[src/hw/rtl/als_pkg.sv]
// ----------------------------------------------------------------------------
// Ambient light lux unit - shared definitions
// Field widths, code names, range tables, divide-by-625 reciprocals and the
// elaboration-time helper that turns the correction coefficients into fixed point.
// ----------------------------------------------------------------------------
package als_pkg;

    localparam int RAW_W     = 16;
    localparam int CODE_W    = 4;
    localparam int GAIN_W    = 2;
    localparam int LUX_W     = 35;
    localparam int MODE_W    = 4;
    localparam int SHIFT_W   = 4;

    localparam int LUX_FRAC_BITS      = 8;
    localparam int COEF_FRAC_BITS_DEF = 48;

    // Linear lux x in unsigned Q16
    localparam int XQ_W    = 33;
    localparam int XQ_FRAC = 16;

    // x * 2^k = floor(raw * 9 * 2^23 / 625), split into quotient and remainder parts
    localparam int SCALED_W   = 20;
    localparam int QUOT_W     = 10;
    localparam int RMD_W      = 10;
    localparam int FRAC_W     = 23;
    localparam int DIV_N      = 625;
    localparam int DIV_M1_W   = 21;
    localparam int DIV_M1_SH  = 30;
    localparam int PROD1_W    = SCALED_W + DIV_M1_W;
    localparam int DIV_M2_W   = 34;
    localparam int DIV_M2_SH  = 20;
    localparam int PROD2_W    = RMD_W + DIV_M2_W;

    localparam logic [DIV_M1_W-1:0] DIV_M1 =
        DIV_M1_W'(((64'd1 << DIV_M1_SH) + 64'(DIV_N) - 64'd1) / 64'(DIV_N));
    // remainder scaling by 2^23 folded into the reciprocal
    localparam logic [DIV_M2_W-1:0] DIV_M2 =
        DIV_M2_W'(((64'd1 << (DIV_M2_SH + FRAC_W)) + 64'(DIV_N) - 64'd1) / 64'(DIV_N));

    // Integration time codes
    localparam logic [CODE_W-1:0] TIME_100MS = 4'd0;
    localparam logic [CODE_W-1:0] TIME_200MS = 4'd1;
    localparam logic [CODE_W-1:0] TIME_400MS = 4'd2;
    localparam logic [CODE_W-1:0] TIME_800MS = 4'd3;
    localparam logic [CODE_W-1:0] TIME_50MS  = 4'd8;
    localparam logic [CODE_W-1:0] TIME_25MS  = 4'd12;

    // Gain codes
    localparam logic [GAIN_W-1:0] GAIN_X1   = 2'd0;
    localparam logic [GAIN_W-1:0] GAIN_X2   = 2'd1;
    localparam logic [GAIN_W-1:0] GAIN_X1_8 = 2'd2;
    localparam logic [GAIN_W-1:0] GAIN_X1_4 = 2'd3;

    localparam int NUM_LIMITS = 8;
    localparam int NUM_MODES  = 9;
    localparam logic [MODE_W-1:0] MODE_COARSE = 4'd8;

    localparam logic [15:0] MODE_LIMIT [NUM_LIMITS] = '{
        16'd230, 16'd460, 16'd1840, 16'd3680, 16'd7360, 16'd14720, 16'd29440, 16'd58880
    };
    localparam logic [CODE_W-1:0] MODE_TIME [NUM_MODES] = '{
        TIME_800MS, TIME_800MS, TIME_800MS, TIME_800MS, TIME_400MS,
        TIME_200MS, TIME_100MS, TIME_50MS, TIME_25MS
    };
    localparam logic [GAIN_W-1:0] MODE_GAIN [NUM_MODES] = '{
        GAIN_X2, GAIN_X1, GAIN_X1_4, GAIN_X1_8, GAIN_X1_8,
        GAIN_X1_8, GAIN_X1_8, GAIN_X1_8, GAIN_X1_8
    };

    typedef struct packed {
        logic [CODE_W-1:0] ic;
        logic [GAIN_W-1:0] gc;
        logic              bad;
        logic              full;
    } t_side;

    typedef struct packed {
        logic       bad;
        logic [2:0] shift;
    } t_time;

    function automatic t_time time_info(input logic [CODE_W-1:0] code);
        t_time res;
        res = '{bad: 1'b0, shift: 3'd0};
        unique case (code)
            TIME_25MS:  res.shift = 3'd0;
            TIME_50MS:  res.shift = 3'd1;
            TIME_100MS: res.shift = 3'd2;
            TIME_200MS: res.shift = 3'd3;
            TIME_400MS: res.shift = 3'd4;
            TIME_800MS: res.shift = 3'd5;
            default:    res.bad   = 1'b1;
        endcase
        return res;
    endfunction

    function automatic logic [2:0] gain_shift(input logic [GAIN_W-1:0] code);
        logic [2:0] res;
        unique case (code)
            GAIN_X1:   res = 3'd3;
            GAIN_X2:   res = 3'd4;
            GAIN_X1_8: res = 3'd0;
            GAIN_X1_4: res = 3'd1;
            default:   res = 3'd0;
        endcase
        return res;
    endfunction

    // round(num * 2^f / den) by restoring long division, elaboration only
    function automatic longint unsigned fixed_const(input longint unsigned num,
                                                    input longint unsigned den,
                                                    input int f);
        longint unsigned q;
        longint unsigned r;
        logic b;
        q = 64'd0;
        r = 64'd0;
        for (int i = 0; i < 64 + f; i++) begin
            b = 1'b0;
            if (i < 64) begin
                b = num[63 - i];
            end
            r = {r[62:0], b};
            q = {q[62:0], 1'b0};
            if (r >= den) begin
                r = r - den;
                q = q + 64'd1;
            end
        end
        if ((r << 1) >= den) begin
            q = q + 64'd1;
        end
        return q;
    endfunction

endpackage

[src/hw/rtl/als_linear.sv]
// ----------------------------------------------------------------------------
// Linear lux front end
// Three stages: raw*9 times a reciprocal of 625, remainder, remainder times a
// second reciprocal, then the range shift. Gives x = raw*1.8432/2^k in Q16.
// ----------------------------------------------------------------------------
module als_linear (
    input  logic                        i_clk,
    input  logic                        i_rst_n,
    input  logic                        i_valid,
    input  logic [als_pkg::RAW_W-1:0]   i_raw,
    input  logic [als_pkg::CODE_W-1:0]  i_ic,
    input  logic [als_pkg::GAIN_W-1:0]  i_gc,
    output logic                        o_valid,
    output als_pkg::t_side              o_side,
    output logic [als_pkg::XQ_W-1:0]    o_xq
);

    als_pkg::t_time                        n_time;
    als_pkg::t_side                        n_side;
    logic [als_pkg::SCALED_W-1:0]          n_scaled;
    logic [als_pkg::PROD1_W-1:0]           n_prod1;
    logic [als_pkg::SHIFT_W-1:0]           n_shift;
    logic [als_pkg::SCALED_W-1:0]          n_diff;
    logic [als_pkg::PROD2_W-1:0]           n_prod2;
    logic [als_pkg::XQ_W-1:0]              n_xq;

    logic                                  r1_valid;
    als_pkg::t_side                        r1_side;
    logic [als_pkg::SCALED_W-1:0]          r1_scaled;
    logic [als_pkg::QUOT_W-1:0]            r1_quot;
    logic [als_pkg::SHIFT_W-1:0]           r1_shift;

    logic                                  r2_valid;
    als_pkg::t_side                        r2_side;
    logic [als_pkg::RMD_W-1:0]             r2_rmd;
    logic [als_pkg::QUOT_W-1:0]            r2_quot;
    logic [als_pkg::SHIFT_W-1:0]           r2_shift;

    logic                                  r3_valid;
    als_pkg::t_side                        r3_side;
    logic [als_pkg::XQ_W-1:0]              r3_xq;

    // stage 1: quotient of raw*9 by 625
    always_comb begin
        n_time      = als_pkg::time_info(i_ic);
        n_side.ic   = i_ic;
        n_side.gc   = i_gc;
        n_side.bad  = n_time.bad;
        n_side.full = (i_raw == '1);
        n_scaled    = (als_pkg::SCALED_W'(i_raw) << 3) + als_pkg::SCALED_W'(i_raw);
        n_prod1     = als_pkg::PROD1_W'(n_scaled) * als_pkg::PROD1_W'(als_pkg::DIV_M1);
        n_shift     = als_pkg::SHIFT_W'(n_time.shift)
                    + als_pkg::SHIFT_W'(als_pkg::gain_shift(i_gc));
    end

    // stage 2: remainder
    assign n_diff = r1_scaled
                  - als_pkg::SCALED_W'(als_pkg::SCALED_W'(r1_quot)
                                       * als_pkg::SCALED_W'(als_pkg::DIV_N));

    // stage 3: fraction bits of the remainder, then the range shift
    always_comb begin
        n_prod2 = als_pkg::PROD2_W'(r2_rmd) * als_pkg::PROD2_W'(als_pkg::DIV_M2);
        n_xq    = {r2_quot, n_prod2[als_pkg::DIV_M2_SH +: als_pkg::FRAC_W]} >> r2_shift;
    end

    always_ff @(posedge i_clk) begin
        if (!i_rst_n) begin
            r1_valid <= 1'b0;
            r2_valid <= 1'b0;
            r3_valid <= 1'b0;
        end else begin
            r1_valid <= i_valid;
            r2_valid <= r1_valid;
            r3_valid <= r2_valid;
        end
    end

    always_ff @(posedge i_clk) begin
        r1_side   <= n_side;
        r1_scaled <= n_scaled;
        r1_quot   <= n_prod1[als_pkg::DIV_M1_SH +: als_pkg::QUOT_W];
        r1_shift  <= n_shift;

        r2_side   <= r1_side;
        r2_rmd    <= n_diff[als_pkg::RMD_W-1:0];
        r2_quot   <= r1_quot;
        r2_shift  <= r1_shift;

        r3_side   <= r2_side;
        r3_xq     <= n_xq;
    end

    assign o_valid = r3_valid;
    assign o_side  = r3_side;
    assign o_xq    = r3_xq;

endmodule

[config.mk]
export PLATFORM = sky130hd
export DESIGN_NAME = als_linear
export DESIGN_NICKNAME = d
export VERILOG_FILES = /design/src/hw/rtl/als_pkg.sv /design/src/hw/rtl/als_linear.sv
export SDC_FILE = /design/constraint.sdc
export NUM_CORES = 1
export LEC_CHECK = 0
export BUFFER_PORTS_ARGS = -buffer_cell sky130_fd_sc_hd__buf_2
export CELL_PAD_IN_SITES_DETAIL_PLACEMENT = 1
export CELL_PAD_IN_SITES_GLOBAL_PLACEMENT = 2
export CORE_MARGIN = 10
export CORE_UTILIZATION = 38
export CTS_CLUSTER_SIZE = 12
export DETAILED_ROUTE_END_ITERATION = 12
export HOLD_SLACK_MARGIN = 0.02
export PLACE_DENSITY_LB_ADDON = 0.1
export SLEW_MARGIN = 20
export SYNTH_ARGS = -nofsm -noshare
export SYNTH_HDL_FRONTEND = slang
export SYNTH_SLANG_ARGS = --single-unit
[constraint.sdc]
create_clock -name i_clk -period 10 [get_ports i_clk]
set_input_delay 2 -clock i_clk [delete_from_list [all_inputs] [get_ports i_clk]]
set_output_delay 2 -clock i_clk [all_outputs]
set_load 0.05 [all_outputs]
==> impl_metrics.env <==
export IMPL_vias=13700
export IMPL_wl_met1_mm=23.4
export IMPL_critPathCaptureType="register"
export IMPL_fillers=5512
export IMPL_mostFrequentLayoutCell="inv_1"
export IMPL_setup_slack_ps=348
export IMPL_dr_wl_met3_um=846
export IMPL_io_buffers=66
export IMPL_syn_inst=1922
export IMPL_gr_total_overflow=0
export IMPL_io_pins=67
export IMPL_hpwl_mm=47.7
export IMPL_core_area_um2=47800
export IMPL_slew_headroom=0.369
export IMPL_antenna_cells=0
export IMPL_grt_usage=0.192
export IMPL_synth_area_um2=18400
export IMPL_via_per_inst=5.12
export IMPL_drt_wl_total_mm=53.9
export IMPL_wl_met2_mm=28.9
export IMPL_netlist_cell_type_count=82
export IMPL_drv_slew=0
export IMPL_ctsLongestPathBuffers=2
export IMPL_worstReg2RegEnd="o_xq[19]"
export IMPL_r2r_slack_ps=2660
export IMPL_hold_viol_final=0
export IMPL_drv_cap=0
export IMPL_critPathArrivalTime_ps=9950
export IMPL_hold_depth=0
export IMPL_setup_viol=0
export IMPL_multiInputGateArea_um2=14500
export IMPL_grt_pass1_wl_mm=86.2
export IMPL_final_cell_mix="inv_1 (447), ha_1 (348), fa_1 (263)"
export IMPL_r2r_cells=18
export IMPL_max_stage_delay_ps=560
export IMPL_synth_edf_count=0
export IMPL_dp_cells=2656
export IMPL_crit_top_cell="fa_1"
export IMPL_synth_async_reset_ratio=0
export IMPL_synth_seq_cells=108
export IMPL_start_util=0.385
export IMPL_whs_endpoint="o_side[4]"
export IMPL_dp_slack_ps=-404
export IMPL_clock_latency_ps=390
export IMPL_synth_ff_type="dfxtp_1"
export IMPL_nets=2690
export IMPL_crit_type="input port to register"
export IMPL_crit_slowest_cell="fa_1"
export IMPL_placed_area_um2=20000
export IMPL_hold_ws_ps=308
export IMPL_fin_skew_ps=23.3
export IMPL_gp_congestion=0.901
export IMPL_fin_crit_sh=0.965
export IMPL_status="finished, final reports clean"
export IMPL_die_h_um=240
export IMPL_yosysSeqAreaShare=0.117
export IMPL_placementRows=80
export IMPL_numCtsBuffers=9
export IMPL_postCtsHoldBufs=0
export IMPL_grt_antenna_before_repair=0
export IMPL_grt_pass1_vias=15600
export IMPL_finalCriticalPeriod_ps=9650
export IMPL_avgSynthCellArea_um2=9.58
export IMPL_grt_start_max_net_pins=46
export IMPL_ant_nets=0
export IMPL_hold_class="register to register"
export IMPL_top_layer="met4"
export IMPL_tightest_slew_ps=945
export IMPL_clock_sinks=108
export IMPL_critPathMaxFanout=4
export IMPL_synth_warnings=0
export IMPL_critical_path_required_ps=10290
export IMPL_drive_gt1_frac=0.112
export IMPL_die_w_um=240
export IMPL_hold_start="r2_side[4]"
export IMPL_first_pass_iters=7
export IMPL_clk_pin_slew_ps=100
export IMPL_synth_fp_nets=2558
export IMPL_dieArea_um2=57600
export IMPL_critPathLaunchType="input port"
export IMPL_rr_startpoint="r2_rmd[5]"
export IMPL_cts_root_buf="clkbuf_16"
export IMPL_layoutNonFillerInstCount=2673
export IMPL_final_area_um2=20400
export IMPL_regArea_um2=2160
export IMPL_post_drt_wl_per_cell_um=20.2
export IMPL_fmax_mhz=104
export IMPL_drc=0
export IMPL_cts_tree="done"
export IMPL_synthToLayoutAreaGrowth_pct=10.8
export IMPL_drt_iter0_drc=533
export IMPL_h_tree_depth=3
-- timing repair --
item                       CTS  global route
gates resized for setup      1            16
cloned                       0             0
pin swaps                    0             5
buffers inserted             0             2
setup endpoints to repair    1             5
-- cell type report --
| cell class | instances | share of cell area |
|---|---|---|
| timing repair buffer | 156 | 0.0493 |
| tap | 615 | 0.0377 |
| sequential | 108 | 0.106 |
| inverter | 449 | 0.0827 |
| clock buffer | 9 | 0.0110 |
| multi-input combinational | 1330 | 0.711 |
| clock inverter | 6 | 0.00239 |
-- cell usage after synthesis, drive strengths merged (5+ instances only) --
master    n  area (µm²)
nand2b   10        62.6
o21bai    8        60.1
clkbuf   26        98.8
mux2      9         101
or3       9        61.3
mux4     10         225
o211ai   12        90.1
a311oi    7        67.6
o21a      5        37.5
nor2     78         293
nand4    19         119
a211oi   13         103
a21oi    72         379
nand2    85         319
nor3     30         150
a221oi    5        43.8
and3     16         105
a32oi     8        70.1
a22oi     5        37.5
inv     449        1690
mux2i    26         260
or2       5        31.3
nand3    24         125
a31oi    14         118
a21boi    5        37.5
o21ai    40         204
nor4     12        75.1
xnor2    46         403
ha      348        4350
a21o     33         248
nor2b     6        37.5
o22ai     5        31.3
fa      263        5270
xor2     20         175
and2     18         113
o211a     5        50.1
buf       9        36.3
dfxtp   108        2160
o31ai     9        67.6
-- worst max-delay path: cells and delay by family --
family,cells,cell delay [ps]
adders and majority gates,9,3560
and+or+nand+nor,2,130
buffers and inverters,4,540
AOI/OAI and AO/OA,13,3180
xor gates and xnor gates,3,520
-- stage by stage --
step	setup TNS, ps	utilization
floorplan	0	-
finish	0	0.426
detailed placement	-1050	0.419
CTS	0	0.424
global placement	-233	0.419
global route	-25.3	0.426
-- kinds of logic after synthesis --
kind of cell	Yosys count	synth area share
buf+inv	484	0.0989
fa+ha+maj	611	0.523
simple gates	323	0.0858
flops	108	0.117
mux	45	0.0319
xor+xnor	66	0.0314
compound gates	285	0.112
-- registers in the layout (all words and copies together), names as in the netlist --
signal     count
o_side         8
r2_valid       1
r1_quot       10
r1_scaled     10
r1_side        8
r2_shift       4
r1_shift       4
r2_rmd        10
r2_side        8
r1_valid       1
o_xq          33
o_valid        1
r2_quot       10
-- layer usage --
metal | global-route usage | vias up
met5 | 0 | -
met4 | 0.0362 | 0
met3 | 0.0141 | 31
met2 | 0.365 | 134
met1 | 0.233 | 6925
li1 | - | 6604
-- how the worst max path moves through the flow --
stage / from / end / slack [ps] / cells past startpoint
3_5_place_dp: i_raw[0] / r1_quot[9] / -400 / 36
3_3_place_gp: i_raw[0] / r1_quot[9] / -150 / 36
5_1_grt: i_raw[0] / r1_quot[9] / -30 / 36
6_report: i_raw[1] / r1_quot[9] / 350 / 31
4_1_cts: i_raw[0] / r1_quot[9] / 80 / 36
2_1_floorplan: i_raw[1] / r1_quot[9] / 370 / 29
Power is left out: the tool's default activity adds up to more than one toggle a clock period on the data nets, which glitch-free logic cannot reach.
