===== src/hw/rtl/als_pkg.sv =====
// ----------------------------------------------------------------------------
// Ambient light lux unit - shared definitions
// Field widths, code names, range tables, divide-by-625 reciprocals and the
// elaboration-time helper that turns the correction coefficients into fixed point.
// ----------------------------------------------------------------------------
package als_pkg;

    localparam int RAW_W     = 16;
    localparam int CODE_W    = 4;
    localparam int GAIN_W    = 2;
    localparam int LUX_W     = 35;
    localparam int MODE_W    = 4;
    localparam int SHIFT_W   = 4;

    localparam int LUX_FRAC_BITS      = 8;
    localparam int COEF_FRAC_BITS_DEF = 48;

    // Linear lux x in unsigned Q16
    localparam int XQ_W    = 33;
    localparam int XQ_FRAC = 16;

    // x * 2^k = floor(raw * 9 * 2^23 / 625), split into quotient and remainder parts
    localparam int SCALED_W   = 20;
    localparam int QUOT_W     = 10;
    localparam int RMD_W      = 10;
    localparam int FRAC_W     = 23;
    localparam int DIV_N      = 625;
    localparam int DIV_M1_W   = 21;
    localparam int DIV_M1_SH  = 30;
    localparam int PROD1_W    = SCALED_W + DIV_M1_W;
    localparam int DIV_M2_W   = 34;
    localparam int DIV_M2_SH  = 20;
    localparam int PROD2_W    = RMD_W + DIV_M2_W;

    localparam logic [DIV_M1_W-1:0] DIV_M1 =
        DIV_M1_W'(((64'd1 << DIV_M1_SH) + 64'(DIV_N) - 64'd1) / 64'(DIV_N));
    // remainder scaling by 2^23 folded into the reciprocal
    localparam logic [DIV_M2_W-1:0] DIV_M2 =
        DIV_M2_W'(((64'd1 << (DIV_M2_SH + FRAC_W)) + 64'(DIV_N) - 64'd1) / 64'(DIV_N));

    // Integration time codes
    localparam logic [CODE_W-1:0] TIME_100MS = 4'd0;
    localparam logic [CODE_W-1:0] TIME_200MS = 4'd1;
    localparam logic [CODE_W-1:0] TIME_400MS = 4'd2;
    localparam logic [CODE_W-1:0] TIME_800MS = 4'd3;
    localparam logic [CODE_W-1:0] TIME_50MS  = 4'd8;
    localparam logic [CODE_W-1:0] TIME_25MS  = 4'd12;

    // Gain codes
    localparam logic [GAIN_W-1:0] GAIN_X1   = 2'd0;
    localparam logic [GAIN_W-1:0] GAIN_X2   = 2'd1;
    localparam logic [GAIN_W-1:0] GAIN_X1_8 = 2'd2;
    localparam logic [GAIN_W-1:0] GAIN_X1_4 = 2'd3;

    localparam int NUM_LIMITS = 8;
    localparam int NUM_MODES  = 9;
    localparam logic [MODE_W-1:0] MODE_COARSE = 4'd8;

    localparam logic [15:0] MODE_LIMIT [NUM_LIMITS] = '{
        16'd230, 16'd460, 16'd1840, 16'd3680, 16'd7360, 16'd14720, 16'd29440, 16'd58880
    };
    localparam logic [CODE_W-1:0] MODE_TIME [NUM_MODES] = '{
        TIME_800MS, TIME_800MS, TIME_800MS, TIME_800MS, TIME_400MS,
        TIME_200MS, TIME_100MS, TIME_50MS, TIME_25MS
    };
    localparam logic [GAIN_W-1:0] MODE_GAIN [NUM_MODES] = '{
        GAIN_X2, GAIN_X1, GAIN_X1_4, GAIN_X1_8, GAIN_X1_8,
        GAIN_X1_8, GAIN_X1_8, GAIN_X1_8, GAIN_X1_8
    };

    typedef struct packed {
        logic [CODE_W-1:0] ic;
        logic [GAIN_W-1:0] gc;
        logic              bad;
        logic              full;
    } t_side;

    typedef struct packed {
        logic       bad;
        logic [2:0] shift;
    } t_time;

    function automatic t_time time_info(input logic [CODE_W-1:0] code);
        t_time res;
        res = '{bad: 1'b0, shift: 3'd0};
        unique case (code)
            TIME_25MS:  res.shift = 3'd0;
            TIME_50MS:  res.shift = 3'd1;
            TIME_100MS: res.shift = 3'd2;
            TIME_200MS: res.shift = 3'd3;
            TIME_400MS: res.shift = 3'd4;
            TIME_800MS: res.shift = 3'd5;
            default:    res.bad   = 1'b1;
        endcase
        return res;
    endfunction

    function automatic logic [2:0] gain_shift(input logic [GAIN_W-1:0] code);
        logic [2:0] res;
        unique case (code)
            GAIN_X1:   res = 3'd3;
            GAIN_X2:   res = 3'd4;
            GAIN_X1_8: res = 3'd0;
            GAIN_X1_4: res = 3'd1;
            default:   res = 3'd0;
        endcase
        return res;
    endfunction

    // round(num * 2^f / den) by restoring long division, elaboration only
    function automatic longint unsigned fixed_const(input longint unsigned num,
                                                    input longint unsigned den,
                                                    input int f);
        longint unsigned q;
        longint unsigned r;
        logic b;
        q = 64'd0;
        r = 64'd0;
        for (int i = 0; i < 64 + f; i++) begin
            b = 1'b0;
            if (i < 64) begin
                b = num[63 - i];
            end
            r = {r[62:0], b};
            q = {q[62:0], 1'b0};
            if (r >= den) begin
                r = r - den;
                q = q + 64'd1;
            end
        end
        if ((r << 1) >= den) begin
            q = q + 64'd1;
        end
        return q;
    endfunction

endpackage


===== src/hw/rtl/als_horner_step.sv =====
// ----------------------------------------------------------------------------
// One Horner step of the lux correction polynomial
// res = KADD + trunc(a * x / 2^SH), truncated toward zero. Four stages:
// magnitude, partial products, sum and shift, sign and add. The last step
// drops KADD, clamps negatives to zero and saturates at the output maximum.
// ----------------------------------------------------------------------------
module als_horner_step #(
    parameter int     AW   = 32,
    parameter int     OW   = 32,
    parameter int     SH   = 16,
    parameter longint KADD = 0,
    parameter bit     LAST = 1'b0
) (
    input  logic                         i_clk,
    input  logic                         i_rst_n,
    input  logic                         i_valid,
    input  als_pkg::t_side               i_side,
    input  logic signed [AW-1:0]         i_a,
    input  logic [als_pkg::XQ_W-1:0]     i_xq,
    output logic                         o_valid,
    output als_pkg::t_side               o_side,
    output logic [als_pkg::XQ_W-1:0]     o_xq,
    output logic signed [OW-1:0]         o_res
);

    localparam int CW   = 32;
    localparam int NCH  = (AW + CW - 1) / CW;
    localparam int MW   = NCH * CW;
    localparam int PPW  = CW + als_pkg::XQ_W;
    localparam int PW   = MW + als_pkg::XQ_W;
    localparam int RW   = PW - SH;
    localparam int CMPW = (RW > OW) ? RW : OW;

    localparam logic [OW-1:0] OMAX = {1'b0, {(OW-1){1'b1}}};

    logic [AW-1:0]                n_abs;
    logic [PPW-1:0]               n_pp [NCH];
    logic [PW-1:0]                n_prod;
    logic [RW-1:0]                n_shm;
    logic signed [OW-1:0]         n_res;

    logic                         r0_valid;
    als_pkg::t_side               r0_side;
    logic [als_pkg::XQ_W-1:0]     r0_xq;
    logic                         r0_neg;
    logic [MW-1:0]                r0_mag;

    logic                         r1_valid;
    als_pkg::t_side               r1_side;
    logic [als_pkg::XQ_W-1:0]     r1_xq;
    logic                         r1_neg;
    logic [PPW-1:0]               r1_pp [NCH];

    logic                         r2_valid;
    als_pkg::t_side               r2_side;
    logic [als_pkg::XQ_W-1:0]     r2_xq;
    logic                         r2_neg;
    logic [RW-1:0]                r2_shm;

    logic                         r3_valid;
    als_pkg::t_side               r3_side;
    logic [als_pkg::XQ_W-1:0]     r3_xq;
    logic signed [OW-1:0]         r3_res;

    assign n_abs = i_a[AW-1] ? AW'(-i_a) : AW'(i_a);

    always_comb begin
        for (int i = 0; i < NCH; i++) begin
            n_pp[i] = PPW'(r0_mag[i*CW +: CW]) * PPW'(r0_xq);
        end
    end

    always_comb begin
        n_prod = '0;
        for (int i = 0; i < NCH; i++) begin
            n_prod = n_prod + (PW'(r1_pp[i]) << (i * CW));
        end
        n_shm = RW'(n_prod >> SH);
    end

    if (LAST) begin : g_last
        // drop negative values, saturate large ones
        always_comb begin
            if (r2_neg) begin
                n_res = '0;
            end else if (CMPW'(r2_shm) > CMPW'(OMAX)) begin
                n_res = OMAX;
            end else begin
                n_res = OW'(r2_shm);
            end
        end
    end else begin : g_acc
        localparam logic signed [OW-1:0] KOW = OW'(KADD);
        always_comb begin
            if (r2_neg) begin
                n_res = KOW - OW'(r2_shm);
            end else begin
                n_res = KOW + OW'(r2_shm);
            end
        end
    end

    always_ff @(posedge i_clk) begin
        if (!i_rst_n) begin
            r0_valid <= 1'b0;
            r1_valid <= 1'b0;
            r2_valid <= 1'b0;
            r3_valid <= 1'b0;
        end else begin
            r0_valid <= i_valid;
            r1_valid <= r0_valid;
            r2_valid <= r1_valid;
            r3_valid <= r2_valid;
        end
    end

    always_ff @(posedge i_clk) begin
        r0_side <= i_side;
        r0_xq   <= i_xq;
        r0_neg  <= i_a[AW-1];
        r0_mag  <= MW'(n_abs);

        r1_side <= r0_side;
        r1_xq   <= r0_xq;
        r1_neg  <= r0_neg;
        r1_pp   <= n_pp;

        r2_side <= r1_side;
        r2_xq   <= r1_xq;
        r2_neg  <= r1_neg;
        r2_shm  <= n_shm;

        r3_side <= r2_side;
        r3_xq   <= r2_xq;
        r3_res  <= n_res;
    end

    assign o_valid = r3_valid;
    assign o_side  = r3_side;
    assign o_xq    = r3_xq;
    assign o_res   = r3_res;

endmodule


===== config.mk =====
export PLATFORM = sky130hd
export DESIGN_NAME = als_horner_step
export DESIGN_NICKNAME = d
export VERILOG_FILES = /design/src/hw/rtl/als_pkg.sv /design/src/hw/rtl/als_horner_step.sv
export SDC_FILE = /design/constraint.sdc
export NUM_CORES = 2
export LEC_CHECK = 0
export ABC_AREA = 1
export BUFFER_PORTS_ARGS = -buffer_cell sky130_fd_sc_hd__buf_4
export CAP_MARGIN = 0
export CORE_MARGIN = 2
export CORE_UTILIZATION = 40
export DETAILED_ROUTE_END_ITERATION = 6
export GPL_TIMING_DRIVEN = 0
export HOLD_SLACK_MARGIN = 0.08
export PLACE_DENSITY_LB_ADDON = 0.08
export SETUP_SLACK_MARGIN = 0.5
export SLEW_MARGIN = 20
export SYNTH_ARGS = -nofsm -noshare
export SYNTH_HDL_FRONTEND = slang
export SYNTH_SLANG_ARGS = --single-unit

===== constraint.sdc =====
create_clock -name i_clk -period 6.46 [get_ports i_clk]
set_input_delay 1.292 -clock i_clk [delete_from_list [all_inputs] [get_ports i_clk]]
set_output_delay 1.292 -clock i_clk [all_outputs]
set_load 0.01 [all_outputs]

==> summary.txt <==
Floorplan
  – Initial core utilization: 0.4022
  – Rows: 112
  – Number of primary I/O pins: 150
  – Core region area: 92910 µm²
  – Die height: 309.6 µm
  – Die X: 309.6 µm
  – Die ar.: 95880 µm²

Critical path
  – R2r startpoint: r0_xq[14]
  – Reg2reg end: r1_pp[41]
  – Worst setup SP type: flop
  – Worst Setup End Kind: flop
  – R2R setup slack: -0.26 ns
  – Type of the worst setup path: flop to flop
  – Slowest cell delay on critical path: 0.65 ns
  – Crit-path max FO: 10
  – Crit path from: r0_xq[14]
  – CP required: 6.93 ns
  – Most frequent CP cell: fa_1
  – Reg2Reg Depth: 24
  – Critical Path Sink: r1_pp[41]
  – Arrival @ worst endpoint: 7.19 ns
  – Slowest cell on crit path: fa_2
  – Worst-path cell chain: clkbuf_8 > nand2_2 > inv_2 > fa_1 > inv_2 > fa_2 > fa_1 > fa_1 > inv_1 > fa_1 > fa_1 > fa_2 > fa_2 > ha_4 > nand2_4 > buf_4 > nor2_4 > inv_2 > nor2_4 > inv_2 > nor3_4 > nand4_1 > nand3_2 > xor2_1

Finish
  – Layout cells sized above 1: 0.2278
  – Layout fillers: 8870
  – Most frequent cells in the layout: 1287 x inv_1, 1100 x nand2_1, 713 x fa_1
  – Post-Layout Cell Count: 6218
  – Final Util: 0.5177
  – Layout overhead on the synthesized area: 28.73%
  – Commonest non-fill, non-tap cell in the layout: inv_1
  – Nets: 5974
  – Area of the multi-input gates: 27810 µm²
  – Sequential Area: 6097 µm²

Global routing
  – Most Used Layer, Global Route: met2
  – Total GRT Usage: 0.2880
  – Met2 GRT Util: 0.4727
  – First-pass GRT wire length: 198300 µm
  – Met3 usage: 0.05089
  – Met1 usage: 0.3792
  – Vias in the first global route: 31210
  – Largest net degree at the start of global routing: 15
  – GR Overflow Total: 0
  – Initial antenna violation count: 3

Min path
  – Hold Crit Start: r1_pp[47]
  – Worst hold path class: flop to flop

Timing
  – Final period util: 1.040
  – Worst slew pin tran: 0.7404 ns
  – Hold WS: 0.3175 ns
  – RSZ-0062 raised after global routing: yes
  – Final Max Tran Viols: 0
  – Minimum clock period after layout: 6.718 ns
  – Fin. Hold Viols: 0
  – Fin Clk Skew: 0.01715 ns
  – Final setup violation count: 24
  – Max Clock Freq: 148.9 MHz
  – Final worst slack: -0.2577 ns
  – Slew HR: 0.5064

Synthesis
  – Syn_area_per_cell: 8.187 µm²
  – Synth cell types: 39
  – Mapped Area: 37370 µm²
  – Synthesized Nets: 5604
  – Post-Syn Instances: 4564
  – #FFs+latches synth: 299
  – Sequential-to-total area share from yosys stat: 0.1602
  – Syn. warnings: 0

Place
  – Port Buf Inserts: 149
  – Placed Cells: 5967
  – DP HPWL: 108900 µm
  – Routability cong.: 0.9493
  – Dpl ws: -1.195 ns

Clock tree
  – Cts bufs inserted: 35
  – CTS Buffer Depth: 3
  – Worst-Skew Late Latency: 0.55 ns
  – CTS tree: built
  – Clk pin slew, worst setup/hold paths: 0.06 ns
  – Root Buffer: clkbuf_16
  – Htree depth: 2
  – TritonCTS Sinks: 299

Route
  – Drt total wl: 134300 µm
  – Total vias in the final route: 29740
  – First drt pass iteration count: 5
  – DR DRC count: 0
  – Vias/cell: 4.783
  – DRT iter0 DRCs: 2246
  – Avg WL per Cell: 21.60 µm
  – Antenna Nets Post-Route: 0

Status
  – Status: finished with violations
  – Violated checks: setup timing

Run
  – Max-cap check violation count: 0
## cell families (layout without fill, tap and decap cells)
| group | after synthesis | after routing | synth area share |
|---|---|---|---|
| fa+ha+maj | 964 | 964 | 0.4819 |
| flops | 299 | 299 | 0.1602 |
| other cells | 0 | 4 | 0 |
| buf+inv | 1581 | 1977 | 0.1594 |
| simple gates | 1482 | 1482 | 0.1559 |
| xor+xnor | 82 | 82 | 0.01922 |
| compound gates | 156 | 156 | 0.02347 |
## worst min-delay path by stage
stage | to | cells past startpoint | slack, ns
after detailed placement | o_xq[31] | 0 | 0.31
after floorplan | o_side[0] | 0 | 0.31
after CTS | o_xq[25] | 0 | 0.32
after global placement | r1_side[5] | 0 | 0.31
after global routing | r2_shm[31] | 0 | 0.32
final | r2_shm[31] | 0 | 0.32
## metrics by stage
stage / cell area [µm²] / TNS (ns)
final: 48100 / -3.655
after global routing: 48100 / -7.290
after CTS: 46430 / -2.042
after detailed placement: 41140 / -27.80
after global placement: 41140 / -27.39
after floorplan: 38450 / 0
## registers in the layout, indices dropped and copies added (netlist names), 8 cells and up
signal / count
o_res: 32
o_side: 8
o_xq: 33
r0_mag: 32
r0_side: 8
r0_xq: 33
r1_pp: 32
r1_side: 8
r1_xq: 33
r2_shm: 32
r2_side: 8
r2_xq: 33
## repair_timing
action | 4_1_cts | 5_1_grt
gates resized for setup | 703 | 338
setup endpoints to repair | 32 | 32
gates cloned | 2 | 4
setup buffers | 127 | 51
hold buffers | 0 | 0
pin swaps | 139 | 233
## cell type report
class                           instances  area share
Sequential cell                       299      0.1268
Multi-Input combinational cell       2684      0.5781
Timing Repair Buffer                  333     0.05819
Inverter                             1380      0.1079
Buffer                                201     0.07099
Tap cell                             1254     0.03262
Clock inverter                         12    0.002419
Clock buffer                           51     0.02284
Antenna cell                            4   0.0002081
## critical path, delay by kind of cell (launching register included)
family / cells / cell delay, ns
flip-flops: 1 / 0.39
AND/OR/NAND/NOR: 7 / 0.89
adder cells (fa/ha/maj): 9 / 4.51
buffers and inverters: 7 / 0.63
XOR/XNOR: 1 / 0.18
## synthesized netlist by cell type (all sizes together)
cell type	count	area share
a21oi	61	0.0082
o21bai	11	0.0024
a31o	1	0.00023
a21boi	1	0.00020
and3	4	0.00067
a31oi	6	0.0010
clkbuf	163	0.016
nor4	4	0.00067
nor3b	1	0.00020
xor2	59	0.014
nor3	18	0.0029
inv	1380	0.14
nand3	78	0.011
and2	1	0.00017
o21ai	62	0.0086
o21a	6	0.0012
fa	792	0.42
ha	172	0.058
xnor2	23	0.0054
a21o	6	0.0012
nand4	15	0.0027
or2	3	0.00050
o311ai	1	0.00023
nor2	148	0.015
o211ai	1	0.00020
nand2	1205	0.12
dfxtp	299	0.16
nand3b	5	0.0010
buf	38	0.0044
## routing by layer
layer	up-vias	routed length (µm)
met3	199	9949
met4	0	6176
li1	13440	-
met1	15120	55630
met2	980	62550
met5	-	0
Power is left out: the tool's default activity adds up to more than one toggle a clock period on the data nets, which glitch-free logic cannot reach.
