`config.mk`:
```
export PLATFORM = sky130hd
export DESIGN_NAME = als_mode_sel
export DESIGN_NICKNAME = d
export VERILOG_FILES = /design/src/hw/rtl/als_pkg.sv /design/src/hw/rtl/als_mode_sel.sv
export SDC_FILE = /design/constraint.sdc
export NUM_CORES = 1
export LEC_CHECK = 0
export BUFFER_PORTS_ARGS = -buffer_cell sky130_fd_sc_hd__buf_2
export CAP_MARGIN = 20
export CORE_ASPECT_RATIO = 0.7
export CORE_MARGIN = 2
export CORE_UTILIZATION = 45
export CTS_BUF_LIST = sky130_fd_sc_hd__clkbuf_16
export DETAILED_ROUTE_END_ITERATION = 10
export HOLD_SLACK_MARGIN = 0.1
export PLACE_DENSITY = 0.8
export SLEW_MARGIN = 10
export SYNTH_ARGS = -nofsm -noshare
export SYNTH_HDL_FRONTEND = slang
export SYNTH_SLANG_ARGS = --single-unit
```
`constraint.sdc`:
```
create_clock -name i_clk -period 7.17 [get_ports i_clk]
set_input_delay 1.434 -clock i_clk [delete_from_list [all_inputs] [get_ports i_clk]]
set_output_delay 1.434 -clock i_clk [all_outputs]
set_load 0.005 [all_outputs]
```
`src/hw/rtl/als_pkg.sv`:
```
// ----------------------------------------------------------------------------
// Ambient light lux unit - shared definitions
// Field widths, code names, range tables, divide-by-625 reciprocals and the
// elaboration-time helper that turns the correction coefficients into fixed point.
// ----------------------------------------------------------------------------
package als_pkg;

    localparam int RAW_W     = 16;
    localparam int CODE_W    = 4;
    localparam int GAIN_W    = 2;
    localparam int LUX_W     = 35;
    localparam int MODE_W    = 4;
    localparam int SHIFT_W   = 4;

    localparam int LUX_FRAC_BITS      = 8;
    localparam int COEF_FRAC_BITS_DEF = 48;

    // Linear lux x in unsigned Q16
    localparam int XQ_W    = 33;
    localparam int XQ_FRAC = 16;

    // x * 2^k = floor(raw * 9 * 2^23 / 625), split into quotient and remainder parts
    localparam int SCALED_W   = 20;
    localparam int QUOT_W     = 10;
    localparam int RMD_W      = 10;
    localparam int FRAC_W     = 23;
    localparam int DIV_N      = 625;
    localparam int DIV_M1_W   = 21;
    localparam int DIV_M1_SH  = 30;
    localparam int PROD1_W    = SCALED_W + DIV_M1_W;
    localparam int DIV_M2_W   = 34;
    localparam int DIV_M2_SH  = 20;
    localparam int PROD2_W    = RMD_W + DIV_M2_W;

    localparam logic [DIV_M1_W-1:0] DIV_M1 =
        DIV_M1_W'(((64'd1 << DIV_M1_SH) + 64'(DIV_N) - 64'd1) / 64'(DIV_N));
    // remainder scaling by 2^23 folded into the reciprocal
    localparam logic [DIV_M2_W-1:0] DIV_M2 =
        DIV_M2_W'(((64'd1 << (DIV_M2_SH + FRAC_W)) + 64'(DIV_N) - 64'd1) / 64'(DIV_N));

    // Integration time codes
    localparam logic [CODE_W-1:0] TIME_100MS = 4'd0;
    localparam logic [CODE_W-1:0] TIME_200MS = 4'd1;
    localparam logic [CODE_W-1:0] TIME_400MS = 4'd2;
    localparam logic [CODE_W-1:0] TIME_800MS = 4'd3;
    localparam logic [CODE_W-1:0] TIME_50MS  = 4'd8;
    localparam logic [CODE_W-1:0] TIME_25MS  = 4'd12;

    // Gain codes
    localparam logic [GAIN_W-1:0] GAIN_X1   = 2'd0;
    localparam logic [GAIN_W-1:0] GAIN_X2   = 2'd1;
    localparam logic [GAIN_W-1:0] GAIN_X1_8 = 2'd2;
    localparam logic [GAIN_W-1:0] GAIN_X1_4 = 2'd3;

    localparam int NUM_LIMITS = 8;
    localparam int NUM_MODES  = 9;
    localparam logic [MODE_W-1:0] MODE_COARSE = 4'd8;

    localparam logic [15:0] MODE_LIMIT [NUM_LIMITS] = '{
        16'd230, 16'd460, 16'd1840, 16'd3680, 16'd7360, 16'd14720, 16'd29440, 16'd58880
    };
    localparam logic [CODE_W-1:0] MODE_TIME [NUM_MODES] = '{
        TIME_800MS, TIME_800MS, TIME_800MS, TIME_800MS, TIME_400MS,
        TIME_200MS, TIME_100MS, TIME_50MS, TIME_25MS
    };
    localparam logic [GAIN_W-1:0] MODE_GAIN [NUM_MODES] = '{
        GAIN_X2, GAIN_X1, GAIN_X1_4, GAIN_X1_8, GAIN_X1_8,
        GAIN_X1_8, GAIN_X1_8, GAIN_X1_8, GAIN_X1_8
    };

    typedef struct packed {
        logic [CODE_W-1:0] ic;
        logic [GAIN_W-1:0] gc;
        logic              bad;
        logic              full;
    } t_side;

    typedef struct packed {
        logic       bad;
        logic [2:0] shift;
    } t_time;

    function automatic t_time time_info(input logic [CODE_W-1:0] code);
        t_time res;
        res = '{bad: 1'b0, shift: 3'd0};
        unique case (code)
            TIME_25MS:  res.shift = 3'd0;
            TIME_50MS:  res.shift = 3'd1;
            TIME_100MS: res.shift = 3'd2;
            TIME_200MS: res.shift = 3'd3;
            TIME_400MS: res.shift = 3'd4;
            TIME_800MS: res.shift = 3'd5;
            default:    res.bad   = 1'b1;
        endcase
        return res;
    endfunction

    function automatic logic [2:0] gain_shift(input logic [GAIN_W-1:0] code);
        logic [2:0] res;
        unique case (code)
            GAIN_X1:   res = 3'd3;
            GAIN_X2:   res = 3'd4;
            GAIN_X1_8: res = 3'd0;
            GAIN_X1_4: res = 3'd1;
            default:   res = 3'd0;
        endcase
        return res;
    endfunction

    // round(num * 2^f / den) by restoring long division, elaboration only
    function automatic longint unsigned fixed_const(input longint unsigned num,
                                                    input longint unsigned den,
                                                    input int f);
        longint unsigned q;
        longint unsigned r;
        logic b;
        q = 64'd0;
        r = 64'd0;
        for (int i = 0; i < 64 + f; i++) begin
            b = 1'b0;
            if (i < 64) begin
                b = num[63 - i];
            end
            r = {r[62:0], b};
            q = {q[62:0], 1'b0};
            if (r >= den) begin
                r = r - den;
                q = q + 64'd1;
            end
        end
        if ((r << 1) >= den) begin
            q = q + 64'd1;
        end
        return q;
    endfunction

endpackage

```
`src/hw/rtl/als_mode_sel.sv`:
```
// ----------------------------------------------------------------------------
// Range selection and result register
// Compares corrected lux against the mode limits, picks the best mode, looks
// up its time and gain codes and registers the finished result word.
// ----------------------------------------------------------------------------
module als_mode_sel (
    input  logic                         i_clk,
    input  logic                         i_rst_n,
    input  logic                         i_valid,
    input  als_pkg::t_side               i_side,
    input  logic [als_pkg::LUX_W-1:0]    i_y,
    output logic                         o_strobe,
    output logic [als_pkg::LUX_W-1:0]    o_lux_q8,
    output logic [als_pkg::MODE_W-1:0]   o_best_mode,
    output logic [als_pkg::CODE_W-1:0]   o_next_integration_code,
    output logic [als_pkg::GAIN_W-1:0]   o_next_gain_code,
    output logic                         o_settled,
    output logic                         o_saturated,
    output logic                         o_bad_setting
);

    logic [als_pkg::NUM_LIMITS-1:0]  n_over;
    logic [als_pkg::MODE_W-1:0]      n_mode;
    logic [als_pkg::CODE_W-1:0]      n_time;
    logic [als_pkg::GAIN_W-1:0]      n_gain;
    logic                            n_settled;
    logic [als_pkg::LUX_W-1:0]       n_lux;

    logic                            r_strobe;
    logic [als_pkg::LUX_W-1:0]       r_lux;
    logic [als_pkg::MODE_W-1:0]      r_mode;
    logic [als_pkg::CODE_W-1:0]      r_time;
    logic [als_pkg::GAIN_W-1:0]      r_gain;
    logic                            r_settled;
    logic                            r_saturated;
    logic                            r_bad;

    always_comb begin
        for (int i = 0; i < als_pkg::NUM_LIMITS; i++) begin
            n_over[i] = i_y > (als_pkg::LUX_W'(als_pkg::MODE_LIMIT[i])
                               << als_pkg::LUX_FRAC_BITS);
        end
        // first limit not exceeded; full scale or a bad code forces the coarsest mode
        n_mode = als_pkg::MODE_COARSE;
        if (!i_side.full && !i_side.bad) begin
            for (int i = als_pkg::NUM_LIMITS - 1; i >= 0; i--) begin
                if (!n_over[i]) begin
                    n_mode = als_pkg::MODE_W'(i);
                end
            end
        end
        n_time    = als_pkg::MODE_TIME[n_mode];
        n_gain    = als_pkg::MODE_GAIN[n_mode];
        n_settled = !i_side.bad && (n_time == i_side.ic) && (n_gain == i_side.gc);
        n_lux     = i_side.bad ? '0 : i_y;
    end

    always_ff @(posedge i_clk) begin
        if (!i_rst_n) begin
            r_strobe <= 1'b0;
        end else begin
            r_strobe <= i_valid;
        end
    end

    always_ff @(posedge i_clk) begin
        r_lux       <= n_lux;
        r_mode      <= n_mode;
        r_time      <= n_time;
        r_gain      <= n_gain;
        r_settled   <= n_settled;
        r_saturated <= i_side.full;
        r_bad       <= i_side.bad;
    end

    assign o_strobe                = r_strobe;
    assign o_lux_q8                = r_lux;
    assign o_best_mode             = r_mode;
    assign o_next_integration_code = r_time;
    assign o_next_gain_code        = r_gain;
    assign o_settled               = r_settled;
    assign o_saturated             = r_saturated;
    assign o_bad_setting           = r_bad;

endmodule

```
==> flow_summary.json, run 1 <==
{
  "status": "finished, final reports clean",
  "coreArea_sq_um": 4350,
  "antenna_left": 0,
  "syn_avg_cell_area_sq_um": 9.58,
  "io_buffers": 94,
  "gp_routability_congestion": 1.06,
  "tightest_slew_ns": 0.659,
  "drive_above_1_share_pct": 37.0,
  "ys_warn_count": 0,
  "die_w_microns": 84.7,
  "grt_max_degree": 40,
  "synthDistinctLibCells": 52,
  "vias": 1924,
  "power_mw": 0.561,
  "yosysSeqAreaShare_pct": 46.9,
  "cts_tree": "done",
  "critPathCaptureType": "flip-flop",
  "multi_input_area_sq_um": 1020,
  "synthArstFlopShare_pct": 0,
  "hold_viol": 0,
  "ir_drop_uv": 161,
  "finalSetupTns_ns": 0,
  "drcViolationCount": 0,
  "routedWlPerCell_microns": 13.7,
  "syn_inst": 214,
  "initialDrtViolationCount": 115,
  "netlist_area_sq_um": 2050,
  "io_pins": 95,
  "setup_violations": 0,
  "max-slew-margin-rel_pct": 56.1,
  "rows": 20,
  "clock.fmax_mhz": 285,
  "cts-root-buf": "clkbuf_16",
  "layoutNonFillerInstCount": 358,
  "antenna_found_initial": 0,
  "n_antenna_cell": 0,
  "worst-path-max-fanout": 39,
  "wl_microns": 4910,
  "cpLargestDelayFamily": "compound AO/OA/AOI/OAI gates",
  "nNetsFinal": 349,
  "grt_pass1_vias": 1575,
  "path_class": "in2reg",
  "max_cap_violations": 0,
  "cts_resized": 0,
  "postCtsHoldBufs": 0,
  "final_common_cell": "buf_2",
  "htreeDepth": 2,
  "cp_num_buf_inv": 1,
  "grt_first_pass_wirelength_microns": 7360,
  "cp_slowest_cell": "o22ai_1",
  "hold_ws_ns": 1.31,
  "worst_ep_required_time_ns": 7.40,
  "cp-start-kind": "primary input",
  "cp_slowest_stage_delay_ns": 0.43,
  "ys.flop_type": "dfxtp_1",
  "syn2layout_area_growth_pct": 29.7,
  "arrival_ns": 3.74,
  "numCtsBuffers": 5,
  "synth_edf_count": 0,
  "fin_ws_ns": 3.66,
  "regArea_sq_um": 961,
  "rsz0062_at_grt": "false",
  "pre_cts_slack_ns": 3.43,
  "path_cells": "buf_2, nor2_1, o21ai_0, o22ai_1, a21boi_0, o31a_1, a2111oi_2, o211a_1",
  "hp-class": "in2reg",
  "cellPowerDensity_nw_per_um2": 211,
  "die_area_sq_um": 5120,
  "dpl.cell_count": 351,
  "routed_via_density": 5.37,
  "n_fill_cell": 379,
  "p_leak_nw": 1.16,
  "clkSinkCount": 48,
  "fin_crit_ns": 3.51,
  "overflow": 0,
  "fin_crit_sh_pct": 49.0,
  "layout_common_cells": "94 x buf_2, 48 x dfxtp_1, 37 x nor2b_1, 16 x nand3_1, 13 x nor2_1",
  "postCtsSetupBuffers": 0,
  "ys_ff_latch": 48,
  "track_usage_pct": 18.3,
  "fp.dieH_microns": 60.5,
  "syn-num-nets": 260,
  "clk_pin_slew_worst_paths_ns": 0.06,
  "place_hpwl_microns": 3760,
  "clockBufferDepth": 2,
  "drv_slew": 0,
  "dr.pass1.iters": 4,
  "start_util_pct": 47.1
}
per-layer routing:
metal	wire length [microns]	vias up	global-route usage, %
met5	0	-	0
met4	44	0	6.12
met3	482	6	5.17
met2	2050	91	27.8
met1	2330	869	25.6
li1	-	958	-
cells by family (layout without fill, tap and decap cells):
kind of cell	Yosys count	after routing	share of synthesized area (%)
buf+inv	13	102	3.48
flops	48	48	46.9
compound gates	35	35	13.7
simple gates	118	118	35.9
flip-flops by register name, indices dropped and copies added (netlist names):
signal / count
o_bad_setting: 1
o_best_mode: 3
o_lux_q8: 35
o_next_gain_code: 2
o_next_integration_code: 4
o_saturated: 1
o_settled: 1
o_strobe: 1
cell usage after synthesis (2+ instances only):
cell / number / share of area (%)
dfxtp_1: 48 / 47
nor2b_1: 37 / 11
nand3_1: 16 / 3.9
nor2_1: 13 / 2.4
nand2_1: 10 / 1.8
a21oi_1: 7 / 1.7
nor4_1: 7 / 2.1
clkbuf_1: 5 / 0.92
nand4_1: 5 / 1.5
nand2b_1: 4 / 1.2
a21o_1: 3 / 1.1
buf_2: 3 / 0.73
buf_4: 3 / 1.1
nor3_1: 3 / 0.73
nor4_4: 3 / 3.1
o2111ai_1: 3 / 1.3
a211o_1: 2 / 0.85
a211oi_1: 2 / 0.73
and3_1: 2 / 0.61
nand4b_1: 2 / 0.85
o21ai_0: 2 / 0.49
o31a_1: 2 / 0.85
or3_1: 2 / 0.61
or4_1: 2 / 0.73
power by group:
part / internal, mW / switching [mW] / total (mW)
combinational: 0.0286 / 0.0353 / 0.0639
clock: 0.126 / 0.0907 / 0.217
sequential: 0.278 / 0.00231 / 0.280
total: 0.433 / 0.128 / 0.561
through the flow:
step | cell area [sq um] | util [%]
detailed placement | 2520 | 57.9
finish | 2660 | 61.1
global route | 2660 | 61.1
global placement | 2520 | 57.9
floorplan | 2050 | -
CTS | 2660 | 61.1
worst paths after layout:
kind,from,end,depth (start not counted)
min,i_side[0],o_saturated$_DFF_P_,1
max,i_side[1],o_settled$_DFF_P_,8
layout make-up:
class / instances / area share, %
clock inverters: 2 / 0.471
flip-flops and latches: 48 / 36.1
clock buffers: 5 / 4.71
multi-input cells: 153 / 38.3
inverters: 1 / 0.141
well taps: 55 / 2.59
repair buffers: 94 / 17.7
Note: power is estimated with default switching activity, not from simulation.
==> inputs of run 2 (changes only) <==
clock period = 3.4 ns   (was 7.17 ns; I/O delays follow)
==> run 2 against run 1 <==
  * Global-route usage rose by 0.23 points
  * Final cell count rose by 1.1%
  * Power rose by 110%
  * Non-clock buffer count rose by 3
  * Final area rose by 1.0%
  * Sequential power rose by 110%
  * Sequential cell count did not move
  * Die area did not move
  * Hold slack got worse by 0.76 ns
  * Count of clock-buffer cells in the layout did not move
  * Utilization rose by 0.63 points
  * Wire length rose by 0.53%
  * Critical endpoint unchanged
  * Largest cell class unchanged
  * Highest routed layer unchanged
==> flow_summary.json, run 2 (synthesized netlist as in run 1, its figures left out) <==
{
  "fin_util_pct": 61.7,
  "clockBufferDepth": 2,
  "setup_violations": 0,
  "postCtsSetupBuffers": 0,
  "path_class": "in2reg",
  "clock.fmax_mhz": 364,
  "path_cells": "buf_2, nor4_4, nand4b_1, or4_1, nand3_2, a221o_1, a21boi_2, a2111oi_2, o211a_1",
  "status": "finished, final reports clean",
  "routed_via_density": 5.31,
  "nNetsFinal": 352,
  "rows": 20,
  "cts_resized": 0,
  "grt_max_degree": 37,
  "fin_crit_sh_pct": 80.8,
  "cts-root-buf": "clkbuf_16",
  "track_usage_pct": 18.5,
  "hold_ws_ns": 0.549,
  "arrival_ns": 2.97,
  "overflow": 0,
  "hp-class": "in2reg",
  "io_pins": 95,
  "max-slew-margin-rel_pct": 66.7,
  "n_antenna_cell": 0,
  "postCtsHoldBufs": 0,
  "grt_pass1_vias": 1504,
  "die_w_microns": 84.7,
  "drcViolationCount": 0,
  "wl_microns": 4940,
  "p_leak_nw": 1.18,
  "cp-start-kind": "primary input",
  "antenna_found_initial": 0,
  "gp_routability_congestion": 0.977,
  "grt_first_pass_wirelength_microns": 7440,
  "critPathCaptureType": "flip-flop",
  "io_buffers": 94,
  "initialDrtViolationCount": 83,
  "fin_crit_ns": 2.75,
  "coreArea_sq_um": 4350,
  "tightest_slew_ns": 0.499,
  "hold_viol": 0,
  "largest_reg_flops": 35,
  "worst-path-max-fanout": 4,
  "worst_ep_required_time_ns": 3.63,
  "syn2layout_area_growth_pct": 31.1,
  "die_area_sq_um": 5120,
  "vias": 1921,
  "start_util_pct": 47.1,
  "numCtsBuffers": 5,
  "cellPowerDensity_nw_per_um2": 447,
  "layout_common_cells": "94 x buf_2, 48 x dfxtp_1, 37 x nor2b_1, 16 x nand3_1, 13 x nor2_1",
  "cpLargestDelayFamily": "simple AND/OR/NAND/NOR gates",
  "n_fill_cell": 368,
  "cts_tree": "done",
  "clk_pin_slew_worst_paths_ns": 0.06,
  "drv_slew": 0,
  "ir_drop_uv": 413,
  "max_cap_violations": 0,
  "finalSetupTns_ns": 0,
  "cp_slowest_stage_delay_ns": 0.59,
  "drive_above_1_share_pct": 37.8,
  "rsz0062_at_grt": "false",
  "final_common_cell": "buf_2",
  "routedWlPerCell_microns": 13.6,
  "clkSinkCount": 48,
  "fp.dieH_microns": 60.5,
  "dr.pass1.iters": 4,
  "antenna_left": 0,
  "cp_slowest_cell": "or4_1",
  "place_hpwl_microns": 3710,
  "cp_num_buf_inv": 1,
  "htreeDepth": 2
}
==> run 2: cell types whose count changed in the layout (fill, tap and decap cells not counted) <==
| cell | before | now |
|---|---|---|
| clkinv_2 | 0 | 1 |
| buf_4 | 0 | 3 |
| inv_6 | 0 | 1 |
| clkinv_4 | 1 | 0 |
==> run 2: path summary, 6_finish.rpt <==
check      start                  end  slack (ns)  depth (start not counted)
max       i_y[4]    o_settled$_DFF_P_        0.65                          9
min    i_side[0]  o_saturated$_DFF_P_        0.55                          1
==> run 2: power breakdown <==
group / internal (mW) / switching [mW]
Combinational: 0.0622 / 0.0748
Clock: 0.271 / 0.203
Sequential: 0.586 / 0.00465
Total: 0.919 / 0.283
==> run 2: area by class of cell <==
| class | instances | area [sq um] | share of cell area [%] |
|---|---|---|---|
| repair buffers | 97 | 493 | 18.4 |
| clock buffers | 5 | 125 | 4.66 |
| well taps | 55 | 68.8 | 2.56 |
| multi-input cells | 153 | 1020 | 37.9 |
| inverters | 1 | 3.75 | 0.140 |
| clock inverters | 3 | 17.5 | 0.652 |
| flip-flops and latches | 48 | 961 | 35.8 |
==> run 2: stage by stage <==
step,instances,power [mW],area (sq um),worst slack (ns)
final,362,1.20,2690,0.652
after global routing,362,1.25,2690,0.563
after CTS,362,1.21,2690,0.679
after detailed placement,354,0.739,2540,0.421
after global placement,354,0.737,2540,0.454
after floorplan,214,0.667,2050,0.704
==> run 2: metal layers <==
| metal | vias to the layer above | track usage (%) | part of all wire (%) |
|---|---|---|---|
| li1 | 960 | - | - |
| met1 | 842 | 27.1 | 47 |
| met2 | 113 | 26.3 | 41 |
| met3 | 6 | 5.03 | 11 |
| met4 | 0 | 7.03 | 1.1 |
| met5 | - | 0 | 0 |
==> inputs of run 3 (changes only) <==
CORE_UTILIZATION = 42   (was 45)
PLACE_DENSITY = 0.78   (was 0.8)
clock period = 2.4 ns   (was 3.4 ns; I/O delays follow)
==> run 3 against run 2 <==
  * The run now ends with negative setup slack left
  * Sequential cell count unchanged
  * Via count grew 13%
  * Worst setup slack got worse by 0.71 ns
  * Sequential power grew 42%
  * Critical path type unchanged
==> flow_summary.json, run 3 (synthesized netlist as in run 1, its figures left out) <==
{
  "cp_num_buf_inv": 1,
  "power_mw": 1.76,
  "nNetsFinal": 403,
  "clock.fmax_mhz": 407,
  "layoutNonFillerInstCount": 414,
  "die_area_sq_um": 5460,
  "wl_microns": 5970,
  "place_hpwl_microns": 4520,
  "routed_via_density": 5.26,
  "hold_viol": 0,
  "p_leak_nw": 1.43,
  "cts-root-buf": "clkbuf_16",
  "io_pins": 95,
  "rsz0062_at_grt": "true",
  "drcViolationCount": 0,
  "arrival_ns": 2.69,
  "stdcell_area_sq_um": 3130,
  "io_buffers": 94,
  "setup_violations": 1,
  "fp.dieH_microns": 62.4,
  "fin_ws_ns": -0.0552,
  "largest_reg_flops": 35,
  "start_util_pct": 43.3,
  "startpoint": "i_y[5]",
  "fin_crit_ns": 2.46,
  "grt_pass1_vias": 2080,
  "worst-path-max-fanout": 4,
  "n_antenna_cell": 0,
  "gp_routability_congestion": 0.958,
  "cp.depth": 9,
  "regArea_sq_um": 961,
  "clockBufferDepth": 2,
  "cts_tree": "done",
  "rows": 21,
  "clkSinkCount": 48,
  "antenna_found_initial": 0,
  "endpoint": "o_settled$_DFF_P_",
  "worst_ep_required_time_ns": 2.63,
  "hp-class": "in2reg",
  "tightest_slew_ns": 0.351,
  "coreArea_sq_um": 4730,
  "initialDrtViolationCount": 70,
  "cpLargestDelayFamily": "simple AND/OR/NAND/NOR gates",
  "hold_start": "i_side[0]",
  "drive_above_1_share_pct": 48.5,
  "max-slew-margin-rel_pct": 76.6,
  "status": "complete, but fails checks",
  "violations": "negative setup slack",
  "htreeDepth": 2,
  "numCtsBuffers": 5,
  "vias": 2176,
  "n_fill_cell": 403,
  "cp_slowest_stage_delay_ns": 0.59,
  "track_usage_pct": 22.5,
  "antenna_left": 0,
  "final_common_cell": "buf_2",
  "critPathCaptureType": "flip-flop",
  "drv_slew": 0,
  "die_w_microns": 87.5,
  "routedWlPerCell_microns": 14.4,
  "dr.pass1.iters": 4,
  "grt_first_pass_wirelength_microns": 9540,
  "path_class": "in2reg",
  "layout_common_cells": "92 x buf_2, 53 x buf_4, 48 x dfxtp_1, 37 x nor2b_1, 16 x nand3_1",
  "cp-start-kind": "primary input",
  "grt_max_degree": 36,
  "ir_drop_uv": 283,
  "cp_slowest_cell": "or4_4",
  "path_cells": "buf_6, nor4_4, nand4b_1, or4_4, nand3_4, a221o_1, a21boi_2, a2111oi_2, o211a_1",
  "dpl.cell_count": 402,
  "fin_crit_sh_pct": 102,
  "placed_area_sq_um": 2900,
  "max_cap_violations": 0,
  "overflow": 0,
  "multi_input_area_sq_um": 1050,
  "syn2layout_area_growth_pct": 52.6,
  "clk_pin_slew_worst_paths_ns": 0.06,
  "finalSetupTns_ns": -0.0552,
  "cellPowerDensity_nw_per_um2": 561
}
[run 3: cell types whose count changed in the layout (fill, tap and decap cells not counted), sizes merged]
cell,before,now
clkinv,2,1
inv,2,1
buf,97,148
clkinvlp,0,1
[run 3: how the worst min path moves through the flow]
stage / to / slack [ns] / depth (start not counted)
final: o_saturated$_DFF_P_ / 0.35 / 1
after global routing: o_saturated$_DFF_P_ / 0.35 / 1
after CTS: o_saturated$_DFF_P_ / 0.34 / 1
after detailed placement: o_saturated$_DFF_P_ / 0.64 / 1
after global placement: o_saturated$_DFF_P_ / 0.63 / 1
after floorplan: o_bad_setting$_DFF_P_ / 0.51 / 0
[run 3: layout make-up]
cell class / instances / area share [%]
clock buffers: 5 / 4.00
clock inverters: 2 / 0.400
inverters: 1 / 0.120
multi-input cells: 153 / 33.6
flip-flops and latches: 48 / 30.7
well taps: 57 / 2.28
repair buffers: 148 / 28.9
[run 3: report_power, final]
part	switching, mW	internal, mW	total (mW)
Combinational	0.120	0.128	0.248
Clock	0.292	0.378	0.670
Sequential	0.00736	0.830	0.838
[run 3: repair_timing]
| item | CTS | global route |
|---|---|---|
| buffers inserted | 3 | 2 |
| hold buffers | 0 | 0 |
| pin swaps | 9 | 7 |
| gates resized for setup | 8 | 3 |
| setup endpoints to repair | 1 | 2 |
[run 3: stage by stage]
stage / util (%) / worst slack (ns) / hold slack, ns
3_3_place_gp: 61.4 / -0.307 / 0.634
2_1_floorplan: - / -0.0665 / 0.508
5_1_grt: 66.1 / -0.188 / 0.348
3_5_place_dp: 61.4 / -0.440 / 0.638
4_1_cts: 65.5 / -0.0393 / 0.342
6_report: 66.1 / -0.0552 / 0.349
[run 3: layer usage]
metal / routed length (microns) / track usage [%]
met1: 2600 / 30.1
met2: 2730 / 34.3
met3: 534 / 6.21
met4: 104 / 8.85
met5: 0 / 0
